===== config.mk =====
export PLATFORM = sky130hd
export DESIGN_NAME = radix_converter_core
export DESIGN_NICKNAME = d
export VERILOG_FILES = /design/src/rc_pkg.sv /design/src/rc_divider.sv /design/src/rc_digit_buf.sv /design/src/radix_converter_core.sv
export SDC_FILE = /design/constraint.sdc
export NUM_CORES = 1
export LEC_CHECK = 0
export BUFFER_PORTS_ARGS = -buffer_cell sky130_fd_sc_hd__buf_2
export CORE_ASPECT_RATIO = 1.25
export CORE_MARGIN = 5
export CORE_UTILIZATION = 70
export CTS_CLUSTER_SIZE = 30
export DETAILED_ROUTE_END_ITERATION = 12
export GPL_TIMING_DRIVEN = 1
export PLACE_DENSITY = 0.87
export SYNTH_ARGS = -nofsm -noshare
export SYNTH_HDL_FRONTEND = slang
export SYNTH_HIERARCHICAL = 1
export SYNTH_SLANG_ARGS = --single-unit

===== constraint.sdc =====
create_clock -name clk_i -period 11.1 [get_ports clk_i]
set_input_delay 1.11 -clock clk_i [delete_from_list [all_inputs] [get_ports clk_i]]
set_output_delay 1.11 -clock clk_i [all_outputs]
set_load 0.01 [all_outputs]

===== src/rc_pkg.sv =====
// Radix converter package: payload types, status codes, widths and character maps.
`default_nettype none

package rc_pkg;

  localparam int unsigned ACC_W     = 64;
  localparam int unsigned CHAR_W    = 8;
  localparam int unsigned BASE_W    = 5;
  localparam int unsigned DIGIT_W   = 4;
  localparam int unsigned VAL_W     = 6;
  localparam int unsigned CNT_W     = 5;
  localparam int unsigned DIV_BITS  = 4;
  localparam int unsigned DIV_STEPS = ACC_W / DIV_BITS;
  localparam int unsigned DIV_CNT_W = $clog2(DIV_STEPS);

  localparam logic [CNT_W-1:0]  CNT_SAT   = 5'd31;
  localparam logic [VAL_W-1:0]  BAD_DIGIT = 6'd31;
  localparam logic [BASE_W-1:0] MIN_BASE  = 5'd2;
  localparam logic [BASE_W-1:0] MAX_BASE  = 5'd16;
  localparam logic [CHAR_W-1:0] DEC_RADIX = 8'd10;

  localparam logic [CHAR_W-1:0] CH_0  = 8'h30;
  localparam logic [CHAR_W-1:0] CH_9  = 8'h39;
  localparam logic [CHAR_W-1:0] CH_UA = 8'h41;
  localparam logic [CHAR_W-1:0] CH_UF = 8'h46;
  localparam logic [CHAR_W-1:0] CH_LA = 8'h61;
  localparam logic [CHAR_W-1:0] CH_LZ = 8'h7A;

  typedef enum logic [1:0] {
    RC_ST_OK       = 2'd0,
    RC_ST_ILLEGAL  = 2'd1,
    RC_ST_TOO_LONG = 2'd2
  } rc_status_e;

  typedef struct packed {
    logic [CHAR_W-1:0] digit_char;
    logic [BASE_W-1:0] src_base;
    logic [BASE_W-1:0] dst_base;
    logic              is_last;
  } rc_in_t;

  typedef struct packed {
    logic [CHAR_W-1:0] out_char;
    logic [1:0]        status;
    logic              last_out;
  } rc_out_t;

  function automatic logic [VAL_W-1:0] char_value(input logic [CHAR_W-1:0] c);
    logic [VAL_W-1:0] v;
    if (c inside {[CH_0:CH_9]}) begin
      v = VAL_W'(c - CH_0);
    end else if (c inside {[CH_UA:CH_UF]}) begin
      v = VAL_W'(c - CH_UA + DEC_RADIX);
    end else if (c inside {[CH_LA:CH_LZ]}) begin
      v = VAL_W'(c - CH_LA + DEC_RADIX);
    end else begin
      v = BAD_DIGIT;
    end
    return v;
  endfunction

  function automatic logic [CHAR_W-1:0] digit_char_of(input logic [DIGIT_W-1:0] d);
    logic [CHAR_W-1:0] c;
    if (CHAR_W'(d) < DEC_RADIX) begin
      c = CH_0 + CHAR_W'(d);
    end else begin
      c = CH_UA + CHAR_W'(d) - DEC_RADIX;
    end
    return c;
  endfunction

endpackage

`default_nettype wire


===== src/rc_divider.sv =====
// Iterative divider: 64-bit value by a small base, four quotient bits per cycle.
`default_nettype none

module rc_divider import rc_pkg::*; (
  input  wire logic               clk_i,
  input  wire logic               rst_ni,
  input  wire logic               start_i,
  input  wire logic [ACC_W-1:0]   dividend_i,
  input  wire logic [BASE_W-1:0]  divisor_i,
  output      logic               done_o,
  output      logic [ACC_W-1:0]   quot_o,
  output      logic [DIGIT_W-1:0] rem_o
);

  logic                 run_q;
  logic                 done_q;
  logic [DIV_CNT_W-1:0] cnt_q;
  logic [ACC_W-1:0]     work_q, work_d;
  logic [DIGIT_W-1:0]   rem_q, rem_d;
  logic [BASE_W-1:0]    div_q;
  logic [BASE_W-1:0]    trial;

  // restoring long division, dividend bits shift out the top, quotient bits in the bottom
  always_comb begin
    rem_d  = rem_q;
    work_d = work_q;
    trial  = '0;
    for (int i = 0; i < DIV_BITS; i++) begin
      trial  = {rem_d, work_d[ACC_W-1]};
      work_d = {work_d[ACC_W-2:0], 1'b0};
      if (trial >= div_q) begin
        trial     = trial - div_q;
        work_d[0] = 1'b1;
      end
      rem_d = trial[DIGIT_W-1:0];
    end
  end

  always_ff @(posedge clk_i or negedge rst_ni) begin
    if (!rst_ni) begin
      run_q  <= 1'b0;
      done_q <= 1'b0;
      cnt_q  <= '0;
    end else begin
      done_q <= 1'b0;
      if (start_i) begin
        run_q <= 1'b1;
        cnt_q <= '0;
      end else if (run_q) begin
        cnt_q <= cnt_q + 1'b1;
        if (cnt_q == DIV_CNT_W'(DIV_STEPS - 1)) begin
          run_q  <= 1'b0;
          done_q <= 1'b1;
        end
      end
    end
  end

  always_ff @(posedge clk_i) begin
    if (start_i) begin
      work_q <= dividend_i;
      rem_q  <= '0;
      div_q  <= divisor_i;
    end else if (run_q) begin
      work_q <= work_d;
      rem_q  <= rem_d;
    end
  end

  assign done_o = done_q;
  assign quot_o = work_q;
  assign rem_o  = rem_q;

endmodule

`default_nettype wire


===== src/rc_digit_buf.sv =====
// Digit buffer: one write port, one registered read port.
`default_nettype none

module rc_digit_buf import rc_pkg::*; #(
  parameter int unsigned DEPTH  = 64,
  parameter int unsigned ADDR_W = $clog2(DEPTH)
) (
  input  wire logic               clk_i,
  input  wire logic               we_i,
  input  wire logic [ADDR_W-1:0]  waddr_i,
  input  wire logic [DIGIT_W-1:0] wdata_i,
  input  wire logic [ADDR_W-1:0]  raddr_i,
  output      logic [DIGIT_W-1:0] rdata_o
);

  logic [DIGIT_W-1:0] mem_q [DEPTH];
  logic [DIGIT_W-1:0] rdata_q;

  always_ff @(posedge clk_i) begin
    if (we_i) begin
      mem_q[waddr_i] <= wdata_i;
    end
    rdata_q <= mem_q[raddr_i];
  end

  assign rdata_o = rdata_q;

endmodule

`default_nettype wire


===== src/radix_converter_core.sv =====
// Radix converter top level: digit accumulation, conversion sequencer and result register.
// A character that is not the last is taken into the accumulator; busy stays low.
// A last character that ends in a status result gives it in the cycle after the transfer.
// Otherwise each target digit takes a pass of the shared divider (16 steps of 4 bits),
// then the digits leave one per cycle from the emit state through the result register.
// Reset (asynchronous, active low) clears accumulator, flags, count and sequencer; the
// result strobe is a single cycle and the receiver cannot stall it.
`default_nettype none

module radix_converter_core import rc_pkg::*; #(
  parameter int unsigned MAX_IN_DIGITS  = 16,
  parameter int unsigned MAX_OUT_DIGITS = 64
) (
  input  wire logic    clk_i,
  input  wire logic    rst_ni,
  input  wire logic    start,
  output      logic    busy,
  input  wire rc_in_t  item_i,
  output      logic    result_valid_o,
  output      rc_out_t result_o
);

  localparam int unsigned PTR_W = $clog2(MAX_OUT_DIGITS);
  localparam int unsigned LEN_W = $clog2(MAX_OUT_DIGITS + 1);

  // one-hot sequencer
  typedef enum logic [2:0] {
    ST_IDLE = 3'b001,
    ST_DIV  = 3'b010,
    ST_EMIT = 3'b100
  } rc_state_e;

  rc_state_e state_q, state_d;

  // accumulation state
  logic [ACC_W-1:0]  acc_q;
  logic              ill_q;
  logic [CNT_W-1:0]  cnt_q;
  logic [BASE_W-1:0] db_q;

  // conversion state
  logic [LEN_W-1:0]  len_q;
  logic [PTR_W-1:0]  ptr_q;

  // result register
  logic              res_vld_q;
  rc_status_e        res_st_q;
  logic              res_last_q;

  // per-character decode
  logic              xfer;
  logic [VAL_W-1:0]  val;
  logic              legal;
  logic              ill_now;
  logic [CNT_W-1:0]  cnt_inc;
  logic              too_long;
  logic [ACC_W+BASE_W-1:0] prod;
  logic [ACC_W-1:0]  acc_new;
  logic [BASE_W-1:0] db_sat;

  // divider hookup
  logic               div_start;
  logic [ACC_W-1:0]   div_dividend;
  logic [BASE_W-1:0]  div_divisor;
  logic               div_done;
  logic [ACC_W-1:0]   div_quot;
  logic [DIGIT_W-1:0] div_rem;
  logic               quot_zero;
  logic               out_full;

  // buffer hookup
  logic               buf_we;
  logic [DIGIT_W-1:0] buf_rdata;

  assign busy = (state_q != ST_IDLE);
  assign xfer = start && !busy;

  assign val      = char_value(item_i.digit_char);
  assign legal    = val < VAL_W'(item_i.src_base);
  assign ill_now  = ill_q || !legal;
  assign cnt_inc  = (cnt_q != CNT_SAT) ? cnt_q + 1'b1 : cnt_q;
  assign too_long = cnt_inc > CNT_W'(MAX_IN_DIGITS);
  assign prod     = acc_q * item_i.src_base;
  assign acc_new  = legal ? prod[ACC_W-1:0] + ACC_W'(val) : acc_q;

  // target base clamped into 2..16
  always_comb begin
    if (item_i.dst_base < MIN_BASE) begin
      db_sat = MIN_BASE;
    end else if (item_i.dst_base > MAX_BASE) begin
      db_sat = MAX_BASE;
    end else begin
      db_sat = item_i.dst_base;
    end
  end

  assign quot_zero = (div_quot == '0);
  assign out_full  = (len_q + 1'b1) == LEN_W'(MAX_OUT_DIGITS);
  assign buf_we    = (state_q == ST_DIV) && div_done;

  // first divide starts from the freshly accumulated value, later ones from the quotient
  always_comb begin
    div_start    = 1'b0;
    div_dividend = div_quot;
    div_divisor  = db_q;
    case (state_q)
      ST_IDLE: begin
        div_dividend = acc_new;
        div_divisor  = db_sat;
        div_start    = xfer && item_i.is_last && !ill_now && !too_long;
      end
      ST_DIV: begin
        div_start = div_done && !quot_zero && !out_full;
      end
      default: begin
        div_start = 1'b0;
      end
    endcase
  end

  always_comb begin
    state_d = state_q;
    case (state_q)
      ST_IDLE: begin
        if (div_start) begin
          state_d = ST_DIV;
        end
      end
      ST_DIV: begin
        if (div_done && quot_zero) begin
          state_d = ST_EMIT;
        end else if (div_done && out_full) begin
          state_d = ST_IDLE;
        end
      end
      ST_EMIT: begin
        if (ptr_q == '0) begin
          state_d = ST_IDLE;
        end
      end
      default: begin
        state_d = ST_IDLE;
      end
    endcase
  end

  always_ff @(posedge clk_i or negedge rst_ni) begin
    if (!rst_ni) begin
      state_q    <= ST_IDLE;
      acc_q      <= '0;
      ill_q      <= 1'b0;
      cnt_q      <= '0;
      db_q       <= MIN_BASE;
      len_q      <= '0;
      ptr_q      <= '0;
      res_vld_q  <= 1'b0;
      res_st_q   <= RC_ST_OK;
      res_last_q <= 1'b0;
    end else begin
      state_q   <= state_d;
      res_vld_q <= 1'b0;
      case (state_q)
        ST_IDLE: begin
          if (xfer) begin
            if (item_i.is_last) begin
              // run ends here: clear accumulation, decide status or conversion
              acc_q <= '0;
              ill_q <= 1'b0;
              cnt_q <= '0;
              db_q  <= db_sat;
              len_q <= '0;
              if (ill_now) begin
                res_vld_q  <= 1'b1;
                res_st_q   <= RC_ST_ILLEGAL;
                res_last_q <= 1'b1;
              end else if (too_long) begin
                res_vld_q  <= 1'b1;
                res_st_q   <= RC_ST_TOO_LONG;
                res_last_q <= 1'b1;
              end
            end else begin
              acc_q <= acc_new;
              ill_q <= ill_now;
              cnt_q <= cnt_inc;
            end
          end
        end
        ST_DIV: begin
          if (div_done) begin
            len_q <= len_q + 1'b1;
            ptr_q <= len_q[PTR_W-1:0];
            if (!quot_zero && out_full) begin
              // more digits than the buffer holds
              res_vld_q  <= 1'b1;
              res_st_q   <= RC_ST_TOO_LONG;
              res_last_q <= 1'b1;
            end
          end
        end
        ST_EMIT: begin
          // read issued now, digit shows with the strobe next cycle
          res_vld_q  <= 1'b1;
          res_st_q   <= RC_ST_OK;
          res_last_q <= (ptr_q == '0);
          ptr_q      <= ptr_q - 1'b1;
        end
        default: begin
          res_vld_q <= 1'b0;
        end
      endcase
    end
  end

  rc_divider u_divider (
    .clk_i      (clk_i),
    .rst_ni     (rst_ni),
    .start_i    (div_start),
    .dividend_i (div_dividend),
    .divisor_i  (div_divisor),
    .done_o     (div_done),
    .quot_o     (div_quot),
    .rem_o      (div_rem)
  );

  rc_digit_buf #(
    .DEPTH  (MAX_OUT_DIGITS),
    .ADDR_W (PTR_W)
  ) u_digit_buf (
    .clk_i   (clk_i),
    .we_i    (buf_we),
    .waddr_i (len_q[PTR_W-1:0]),
    .wdata_i (div_rem),
    .raddr_i (ptr_q),
    .rdata_o (buf_rdata)
  );

  assign result_valid_o    = res_vld_q;
  assign result_o.out_char = (res_st_q != RC_ST_OK) ? '0 : digit_char_of(buf_rdata);
  assign result_o.status   = res_st_q;
  assign result_o.last_out = res_last_q;

endmodule

`default_nettype wire

# == Word-level counts from Yosys, hierarchy flattened ==
# Memory sizes are Yosys's and may differ from the RTL's. A register that Yosys moved wholly into a read port is not among the register bits.
# Cells that the tools add are included.
# word_totals
regBits,174
ram_bits,256
input_bits,22
output_inout_bits,13
elab_cells,167
mem_count,1
# mem_list
memory,words,width,rd,rd_ports_with_merged_regs,write_ports,line_no,source
u_digit_buf.mem_q,64,4,1,1,1,rc_digit_buf.sv:16,logic [DIGIT_W-1:0] mem_q [DEPTH];
# classes
add_sub_neg,17
n_mul,1
order_cmp,15
eq_ne,16
muxes,67
reduce_logical,34
# ops
cell,n
two-way mux 64 bit,5
adder 64 x 6 -> 64 bit,1
zero test 64 bit,1
multiplier 64 x 5 -> 64 bit,1
two-way mux 1 bit,25
two-way mux 5 bit,5
two-way mux 4 bit,6
two-way mux 6 bit,4
two-way mux 7 bit,3
greater-or-equal comparator 5 bit,4
greater-or-equal comparator 8 x 7 -> 1 bit (second input constant),2
less-or-equal comparator 8 x 7 -> 1 bit (second input constant),2
two-way mux 8 bit,2
subtractor 4 bit,4
one-hot mux 7 bit (2 select lines),1
logical AND 1 bit,13
adder 6 x 4 -> 6 bit (second input constant),2
two-way mux 2 bit,6
two-way mux 3 bit,4
one-hot mux 6 bit (2 select lines),1
subtractor 6 x 1 -> 6 bit (second input constant),2
subtractor 6 bit (second input constant),2
greater-than comparator 5 bit (second input constant),2
one-hot mux 3 bit (3 select lines),1
other kinds (33),51

# == Depth between registers and ports, before layout ==
# Gate-level depths: netlist of run 1.
# depth
ltp_word,14
depth_mapped,29
mapped_depth_nobuf,28

# == By module ==
# Netlist of run 1, hierarchy kept.
# by_module_without_submodules
mod,instances,cells_per_inst,area_each_um2,seq_area_each_um2
radix_converter_core,1,2002,16090.4,2379.8
rc_digit_buf,1,521,10407.5,7767.4
rc_divider,1,288,4096.4,2302.2

# == Worst setup path before layout of run 1 ==
# Ideal clock, no wire load.
# synth_timing
path_kind,in2reg
from,in item_i[11] (netlist name)
to,"reg u_divider.work_q[0] (netlist: u_divider/quot_o[0]), enable pin"
setup_ps,426
t_arrival_ps,6803
required_time_ps,10674
path_slack_ps,3871
stages,20
n_path_buf,4
cell_sequence,inv_1 > ha_1 > or4b_1 > nand2_1 > a2111o_1 > and2_1 > buf_6 > o32ai_1 > inv_1 > ha_1 > o211ai_1 > a221o_1 > a21boi_1 > or4_4 > buf_6 > or3_4 > o32ai_1 > clkbuf_1 > clkbuf_1 > or2_1
# synth_between
elab_chain_cells,14
elab_cells_between_ends,27
classes_between,add/sub: 5; order compare: 7; eq/ne: 1; mux: 4; reduce/logical: 10
# synth_rtl
element,line_no,source
start: declaration,radix_converter_core.sv:18,"input wire rc_in_t item_i,"
"subtractor 6 bit, or another cell as far along",rc_pkg.sv:55,v = VAL_W'(c - CH_LA + DEC_RADIX);
adder 6 x 4 -> 6 bit or logical AND 1 bit (tied branches),"rc_pkg.sv:55, rc_pkg.sv:54",
two-way mux 6 bit,rc_pkg.sv:54,end else if (c inside {[CH_LA:CH_LZ]}) begin
two-way mux 6 bit,rc_pkg.sv:52,end else if (c inside {[CH_UA:CH_UF]}) begin
two-way mux 6 bit *,rc_pkg.sv:50,if (c inside {[CH_0:CH_9]}) begin
less-than comparator 6 x 5 -> 1 bit *,radix_converter_core.sv:79,assign legal = val < VAL_W'(item_i.src_base);
zero test 1 bit *,radix_converter_core.sv:80,assign ill_now = ill_q || !legal;
logical OR 1 bit *,radix_converter_core.sv:80,
zero test 1 bit *,radix_converter_core.sv:110,div_start = xfer && item_i.is_last && !ill_now && !too_long;
logical AND 1 bit * (2 in a row),radix_converter_core.sv:110,
one-hot mux 1 bit (2 select lines) *,radix_converter_core.sv:106,case (state_q)
named net div_start,radix_converter_core.sv:62,logic div_start;
!= test 2 x 1 -> 1 bit (no source line) or nonzero test 2 bit (tied branches),--,
AND reduction 2 bit (no source line) *,--,
end signal: assignment,rc_divider.sv:61,work_q <= dividend_i;
end signal: assignment,rc_divider.sv:65,work_q <= work_d;
end: declaration,rc_divider.sv:18,"logic [ACC_W-1:0] work_q, work_d;"
# Mark *: on every way through the listed nets, which the timed path passes. The rest lies on a longest branch.
# A chain may end at the register's enable or synchronous reset.

# == Final worst setup path of run 1 ==
# layout_timing
from,in item_i[11] (netlist name)
to,"reg u_divider.work_q[57] (netlist: u_divider/quot_o[57]), data pin"
# layout_between
elab_cells_between_ends,28
classes_between,add/sub: 6; order compare: 7; mux: 7; reduce/logical: 8
# layout_lines
element,line_no,source
"subtractor 6 bit, or another cell as far along",rc_pkg.sv:55,
adder 6 x 4 -> 6 bit or logical AND 1 bit (tied branches),"rc_pkg.sv:55, rc_pkg.sv:54",
two-way mux 6 bit,rc_pkg.sv:54,
two-way mux 6 bit,rc_pkg.sv:52,
two-way mux 6 bit *,rc_pkg.sv:50,
adder 64 x 6 -> 64 bit or less-than comparator 6 x 5 -> 1 bit (tied branches),"radix_converter_core.sv:84, radix_converter_core.sv:79",
two-way mux 64 bit *,radix_converter_core.sv:84,assign acc_new = legal ? prod[ACC_W-1:0] + ACC_W'(val) : acc_q;
two-way mux 64 bit *,radix_converter_core.sv:106,
named net div_dividend[57],radix_converter_core.sv:63,logic [ACC_W-1:0] div_dividend;
two-way mux 64 bit *,rc_divider.sv:60,if (start_i) begin
# Mark *: on every way through the listed nets, which the timed path passes. The rest lies on a longest branch. The select of a mux whose other input is x is not followed.

==> flow_metrics.env, run 1 <==
export IMPL_slew_viol_final=0
export IMPL_p_seq_frac=0.396
export IMPL_crit_arrival_ps=8490
export IMPL_place_inst=3289
export IMPL_cts_resized=0
export IMPL_drc_errors=0
export IMPL_fin_crit_sh=0.738
export IMPL_critPathMaxFanout=8
export IMPL_die_w_um=197
export IMPL_clock_power_share=0.240
export IMPL_wl_met1_um=28000
export IMPL_fin_cells=3367
export IMPL_finClkSkew_ps=32.2
export IMPL_dpl_cell_area_um2=31000
export IMPL_vias=23400
export IMPL_rsz0062_at_grt="false"
export IMPL_drt_iter0_markers=3041
export IMPL_crit_top_cell="a21oi_1"
export IMPL_rows=85
export IMPL_holdWs_ps=489
export IMPL_grt_pass1_vias=24056
export IMPL_fin_crit_ps=8200
export IMPL_ir_drop_mv=0.192
export IMPL_synth_edff_count=325
export IMPL_initial_core_util=0.709
export IMPL_rrSetupSlack_ps=4140
export IMPL_grt_max_degree=84
export IMPL_synth_cell_types=89
export IMPL_async_flop_share=0.233
export IMPL_clockBufferDepth=3
export IMPL_max_slew_margin_rel=0.126
export IMPL_p_leak_nw=13.9
export IMPL_finalHoldViolations=0
export IMPL_crit_type="in -> reg"
export IMPL_syn_avg_cell_area_um2=10.9
export IMPL_synth_cell_area_um2=30600
export IMPL_pwr_share_comb=0.364
export IMPL_pin_count=35
export IMPL_yosys_register_bits=434
export IMPL_internal_power_w=0.00390
export IMPL_vias_per_cell=6.95
export IMPL_synth_top_area_share=0.319
export IMPL_syn_to_final_growth_pct=6.04
export IMPL_timing_max_cap_violations=0
export IMPL_grtUsageTotal=0.341
export IMPL_switching_share=0.378
export IMPL_ys_warn_count=6
export IMPL_synth_seq_area_share=0.407
export IMPL_totalWireLength_um=82200
export IMPL_worstMarginPinSlew_ps=1310
export IMPL_cts_hold_buf=0
export IMPL_powerDensity_nw_per_um2=193
export IMPL_antenna_found_initial=1
export IMPL_top_layer="met4"
export IMPL_ant_nets=0
export IMPL_wl_met2_um=41400
export IMPL_synthMostInstantiatedCell="nand2_1"
export IMPL_clock_latency_ps=570
export IMPL_yosysTopAreaCell="edfxtp_1"
export IMPL_p_switching_w=0.00237
export IMPL_clock_sinks=434
export IMPL_status="finished clean"
export IMPL_h_tree_depth=2
export IMPL_max_freq_mhz=122
export IMPL_finalSetupViolations=0
export IMPL_drt_pass1_iter_count=8
export IMPL_cts_made_buffers=41
export IMPL_setup_tns_final_ps=0
export IMPL_gp_congestion=0.993
export IMPL_wl_per_cell_um=24.4
export IMPL_syn_nets=3182
export IMPL_wl_met3_um=7340
export IMPL_die_y_um=244
export IMPL_grt_pass1_wl_um=130000
export IMPL_postCtsSetupRepairBufs=0
export IMPL_cts_root_buf="clkbuf_16"
export IMPL_cts_tree="done"
export IMPL_ys_top_cells_by_count="nand2_1, edfxtp_1, nor2_1, fa_1, inv_1"
export IMPL_drive_gt1_frac=0.0743
export IMPL_slowest_delay_ps=570
export IMPL_hpwlAfterDp_um=54100
export IMPL_io_buffers=33
export IMPL_end_kind="flip-flop"
export IMPL_finalInstanceArea_um2=32400
export IMPL_worst_setup_path_start_kind="input pin"
export IMPL_synth_cells=2811
export IMPL_ys_dominant_reg_cell="edfxtp_1"
export IMPL_design_core_area_um2=43200
export IMPL_grt_overflow=0
export IMPL_cp_required_ps=11400
export IMPL_die_area_um2=48000
export IMPL_critPathSlowestCell="fa_1"
export IMPL_hold_class="reg -> reg"
export IMPL_clk_pin_slew_ps=60
export IMPL_finalNetCount=3138
export IMPL_synth_area_leaders="edfxtp_1, fa_1, dfrtp_1"
[critical path, delay by kind of cell]
| family | cells | cell delay (ps) |
|---|---|---|
| compound gates | 12 | 2920 |
| fa+ha+maj | 5 | 2130 |
| simple gates | 5 | 1430 |
| buf+inv | 4 | 400 |
| mux | 1 | 310 |
| xor+xnor | 1 | 180 |
[final cells by class]
class	count	area, um2
Antenna cell	4	10.0
Sequential cell	434	12500
Multi-Input combinational cell	2053	16800
Inverter	183	687
Tap cell	565	707
Clock buffer	48	1070
Clock inverter	26	337
Timing Repair Buffer	54	325
Fill cell	2621	10700
[cell families after synthesis]
group | Yosys count | synth area share
AO/OA/AOI/OAI | 516 | 0.110
XOR/XNOR | 88 | 0.0252
adder cells (fa/ha/maj) | 349 | 0.189
buffers and inverters | 324 | 0.0440
flip-flops | 434 | 0.407
multiplexers | 155 | 0.0832
other | 1 | 0.000123
AND/OR/NAND/NOR | 944 | 0.142
[path summary, 6_finish.rpt]
path / from / to / cells after the start
min: db_q[3] / db_q[3] / 2
max reg2reg: u_divider/rem_o[2] / u_divider/rem_o[1] / 24
max in group asynchronous: rst_ni / acc_q[14] / 2
min in group asynchronous: rst_ni / len_q[2] / 1
max: item_i[11] / u_divider/quot_o[57] / 28
min reg2reg: db_q[3] / db_q[3] / 2
[power by group through the flow]
stage / clock network [W] / registers, W / logic, W
floorplan: 0 / 0.00239 / 0.00161
global placement: 0 / 0.00247 / 0.00205
detailed placement: 0 / 0.00250 / 0.00217
CTS: 0.00150 / 0.00247 / 0.00224
global route: 0.00157 / 0.00251 / 0.00249
finish: 0.00150 / 0.00249 / 0.00228
[metal layers]
| metal | vias up | global-route usage |
|---|---|---|
| met2 | 1630 | 0.586 |
| li1 | 9876 | - |
| met3 | 399 | 0.0508 |
| met4 | 0 | 0.183 |
| met5 | - | 0 |
| met1 | 11495 | 0.416 |
[state kept, by name, summed over array words and instances, names as in the netlist]
| name | count |
|---|---|
| state_q | 3 |
| u_digit_buf/mem_q | 256 |
| cnt_q | 5 |
| result_valid_o | 1 |
| db_q | 5 |
| u_divider/quot_o | 64 |
| u_divider/div_q | 5 |
| ptr_q | 6 |
| res_st_q | 2 |
| ill_q | 1 |
| len_q | 7 |
| acc_q | 64 |
| u_divider/rem_o | 4 |
| u_divider/cnt_q | 4 |
| u_divider/run_q | 1 |
| res_last_q | 1 |
| u_digit_buf/rdata_o | 4 |
| u_divider/done_o | 1 |
[per-stage QoR]
step,utilization,power (W),setup slack [ps]
global placement,0.718,0.00452,3210
detailed placement,0.718,0.00467,2630
floorplan,-,0.00400,3870
CTS,0.751,0.00621,3100
global route,0.751,0.00657,2690
finish,0.751,0.00627,2900
[cells in the final DEF (no fill, tap or decap), types with 49 or more instances in the layout]
master	count
o21ai_0	106
xnor2_1	49
ha_1	162
inv_1	180
a21oi_1	135
nand2_1	421
edfxtp_1	325
dfrtp_1	97
nor2_1	187
and2_1	136
mux2_1	63
fa_1	187
Power figures use the tool's default switching activity.
==> run 2: changes to the inputs <==
- CORE_UTILIZATION: 70 -> 59
- PLACE_DENSITY: 0.87 -> 0.78
- clock period: 11.1 -> 6.75 ns (I/O delays scaled with it)
==> run 2 against run 1 <==
  * Via count down 4.1%
  * Flip-flop and latch count unchanged
  * Non-clock buffer count up 62
  * Final cell count up 4.8%
  * First-iteration DRC count down 35%
  * Critical path type unchanged
  * Setup slack worse by 2700 ps
  * Register-to-register slack worse by 3800 ps
  * Clock power up 55%
  * Die area up 18%
  * Largest power group unchanged
  * Routed wire length down 8.7%
  * Worst hold slack worse by 280 ps
==> flow_metrics.env, run 2 (same netlist as run 1, synthesis figures left out) <==
export IMPL_status="finished clean"
export IMPL_design_core_area_um2=51400
export IMPL_final_common_cell="nand2_1"
export IMPL_fin_crit_sh=0.970
export IMPL_max_slew_margin_rel=0.274
export IMPL_ant_nets=0
export IMPL_largest_register="u_digit_buf/mem_q"
export IMPL_dpl_worst_slack_ps=-509
export IMPL_grtUsageTotal=0.266
export IMPL_cts_hold_buf=0
export IMPL_die_area_um2=56500
export IMPL_totalWireLength_um=75000
export IMPL_finClkSkew_ps=24.0
export IMPL_gp_congestion=0.933
export IMPL_critPathMaxFanout=3
export IMPL_rows=93
export IMPL_grt_overflow=0
export IMPL_syn_to_final_growth_pct=8.22
export IMPL_io_buffers=33
export IMPL_finalNetCount=3201
export IMPL_crit_type="in -> reg"
export IMPL_cts_root_buf="clkbuf_16"
export IMPL_clock_latency_ps=560
export IMPL_slowest_delay_ps=550
export IMPL_drc_errors=0
export IMPL_finalHoldViolations=0
export IMPL_end_kind="flip-flop"
export IMPL_clk_pin_slew_ps=70
export IMPL_grt_pass1_vias=23153
export IMPL_timing_max_cap_violations=0
export IMPL_worst_setup_path_start_kind="input pin"
export IMPL_antenna_found_initial=1
export IMPL_die_y_um=265
export IMPL_pin_count=35
export IMPL_die_w_um=214
export IMPL_finalSetupViolations=0
export IMPL_cp_required_ps=7050
export IMPL_multi_input_area_um2=16900
export IMPL_drive_gt1_frac=0.0974
export IMPL_fin_ws_ps=202
export IMPL_hpwlAfterDp_um=53100
export IMPL_final_seq_area_um2=12500
export IMPL_wl_per_cell_um=21.2
export IMPL_vias=22437
export IMPL_slew_viol_final=0
export IMPL_most_common_layout_cells="nand2_1, edfxtp_1, nor2_1, fa_1, inv_1"
export IMPL_worstMarginPinSlew_ps=1080
export IMPL_clockBufferDepth=3
export IMPL_p_leak_nw=14.2
export IMPL_initial_core_util=0.595
export IMPL_drt_pass1_iter_count=6
export IMPL_powerDensity_nw_per_um2=308
export IMPL_crit_arrival_ps=6850
export IMPL_fin_crit_ps=6550
export IMPL_hold_class="in -> async"
export IMPL_critPathSlowestCell="fa_1"
export IMPL_num_fill_cells=3910
export IMPL_cts_made_buffers=42
export IMPL_final_core_util=0.644
export IMPL_max_freq_mhz=153
export IMPL_vias_per_cell=6.36
export IMPL_h_tree_depth=2
export IMPL_ir_drop_mv=0.451
export IMPL_clock_sinks=434
export IMPL_grt_max_degree=84
export IMPL_drt_iter0_markers=1969
export IMPL_largest_register_ffs=256
export IMPL_cts_tree="done"
export IMPL_grt_pass1_wl_um=122000
## run 2: layout make-up
cell class	instances	share of cell area
antenna	1	0.0000756
clock buffer	54	0.0340
clock inverter	24	0.00669
inverter	183	0.0207
multi-input combinational	2053	0.512
sequential	434	0.376
tap	665	0.0251
timing repair buffer	116	0.0254
## run 2: worst max-delay path: cells and delay by family
family                   cells  cell delay, ps
multiplexers                 2             500
AND/OR/NAND/NOR              8            1300
adder cells (fa/ha/maj)      5            1890
buffers and inverters        7             690
AO/OA/AOI/OAI                9            1770
## run 2: metrics by stage
stage	power [W]	hold WS (ps)	TNS (ps)	area [um2]	cells
2_1_floorplan	0.00658	379	0	30600	2811
3_3_place_gp	0.00761	463	-3850	31700	3450
3_5_place_dp	0.00780	473	-8170	31700	3450
4_1_cts	0.0101	215	0	33000	3528
5_1_grt	0.0108	246	-16.9	33100	3530
6_report	0.0102	208	0	33100	3530
## run 2: worst paths after layout
| path | from | to | slack, ps | cells after the start |
|---|---|---|---|---|
| min in group clk_i | item_i[4] | db_q[3] | 440 | 3 |
| setup reg to reg | u_divider/div_q[1] | u_divider/rem_o[0] | 370 | 22 |
| max in group asynchronous | rst_ni | acc_q[6] | 5290 | 2 |
| hold reg to reg | db_q[3] | db_q[3] | 480 | 2 |
| hold / removal | rst_ni | ptr_q[2] | 210 | 1 |
| setup / recovery | item_i[11] | u_divider/quot_o[48] | 200 | 31 |
## run 2: power by group
group          switching [W]  internal [W]
Sequential          0.000382       0.00356
Combinational        0.00238       0.00154
Clock                0.00102       0.00131
Total                0.00378       0.00641
## run 2: timing repair
action / CTS / global route
setup endpoints to repair: 0 / 24
gates resized for setup: 0 / 21
buffers inserted: 0 / 1
## run 2: routing by layer
metal,GRT usage,wire length (um)
met5,0,0
met4,0.0997,3100
met3,0.0334,4830
met2,0.466,38600
met1,0.339,28400
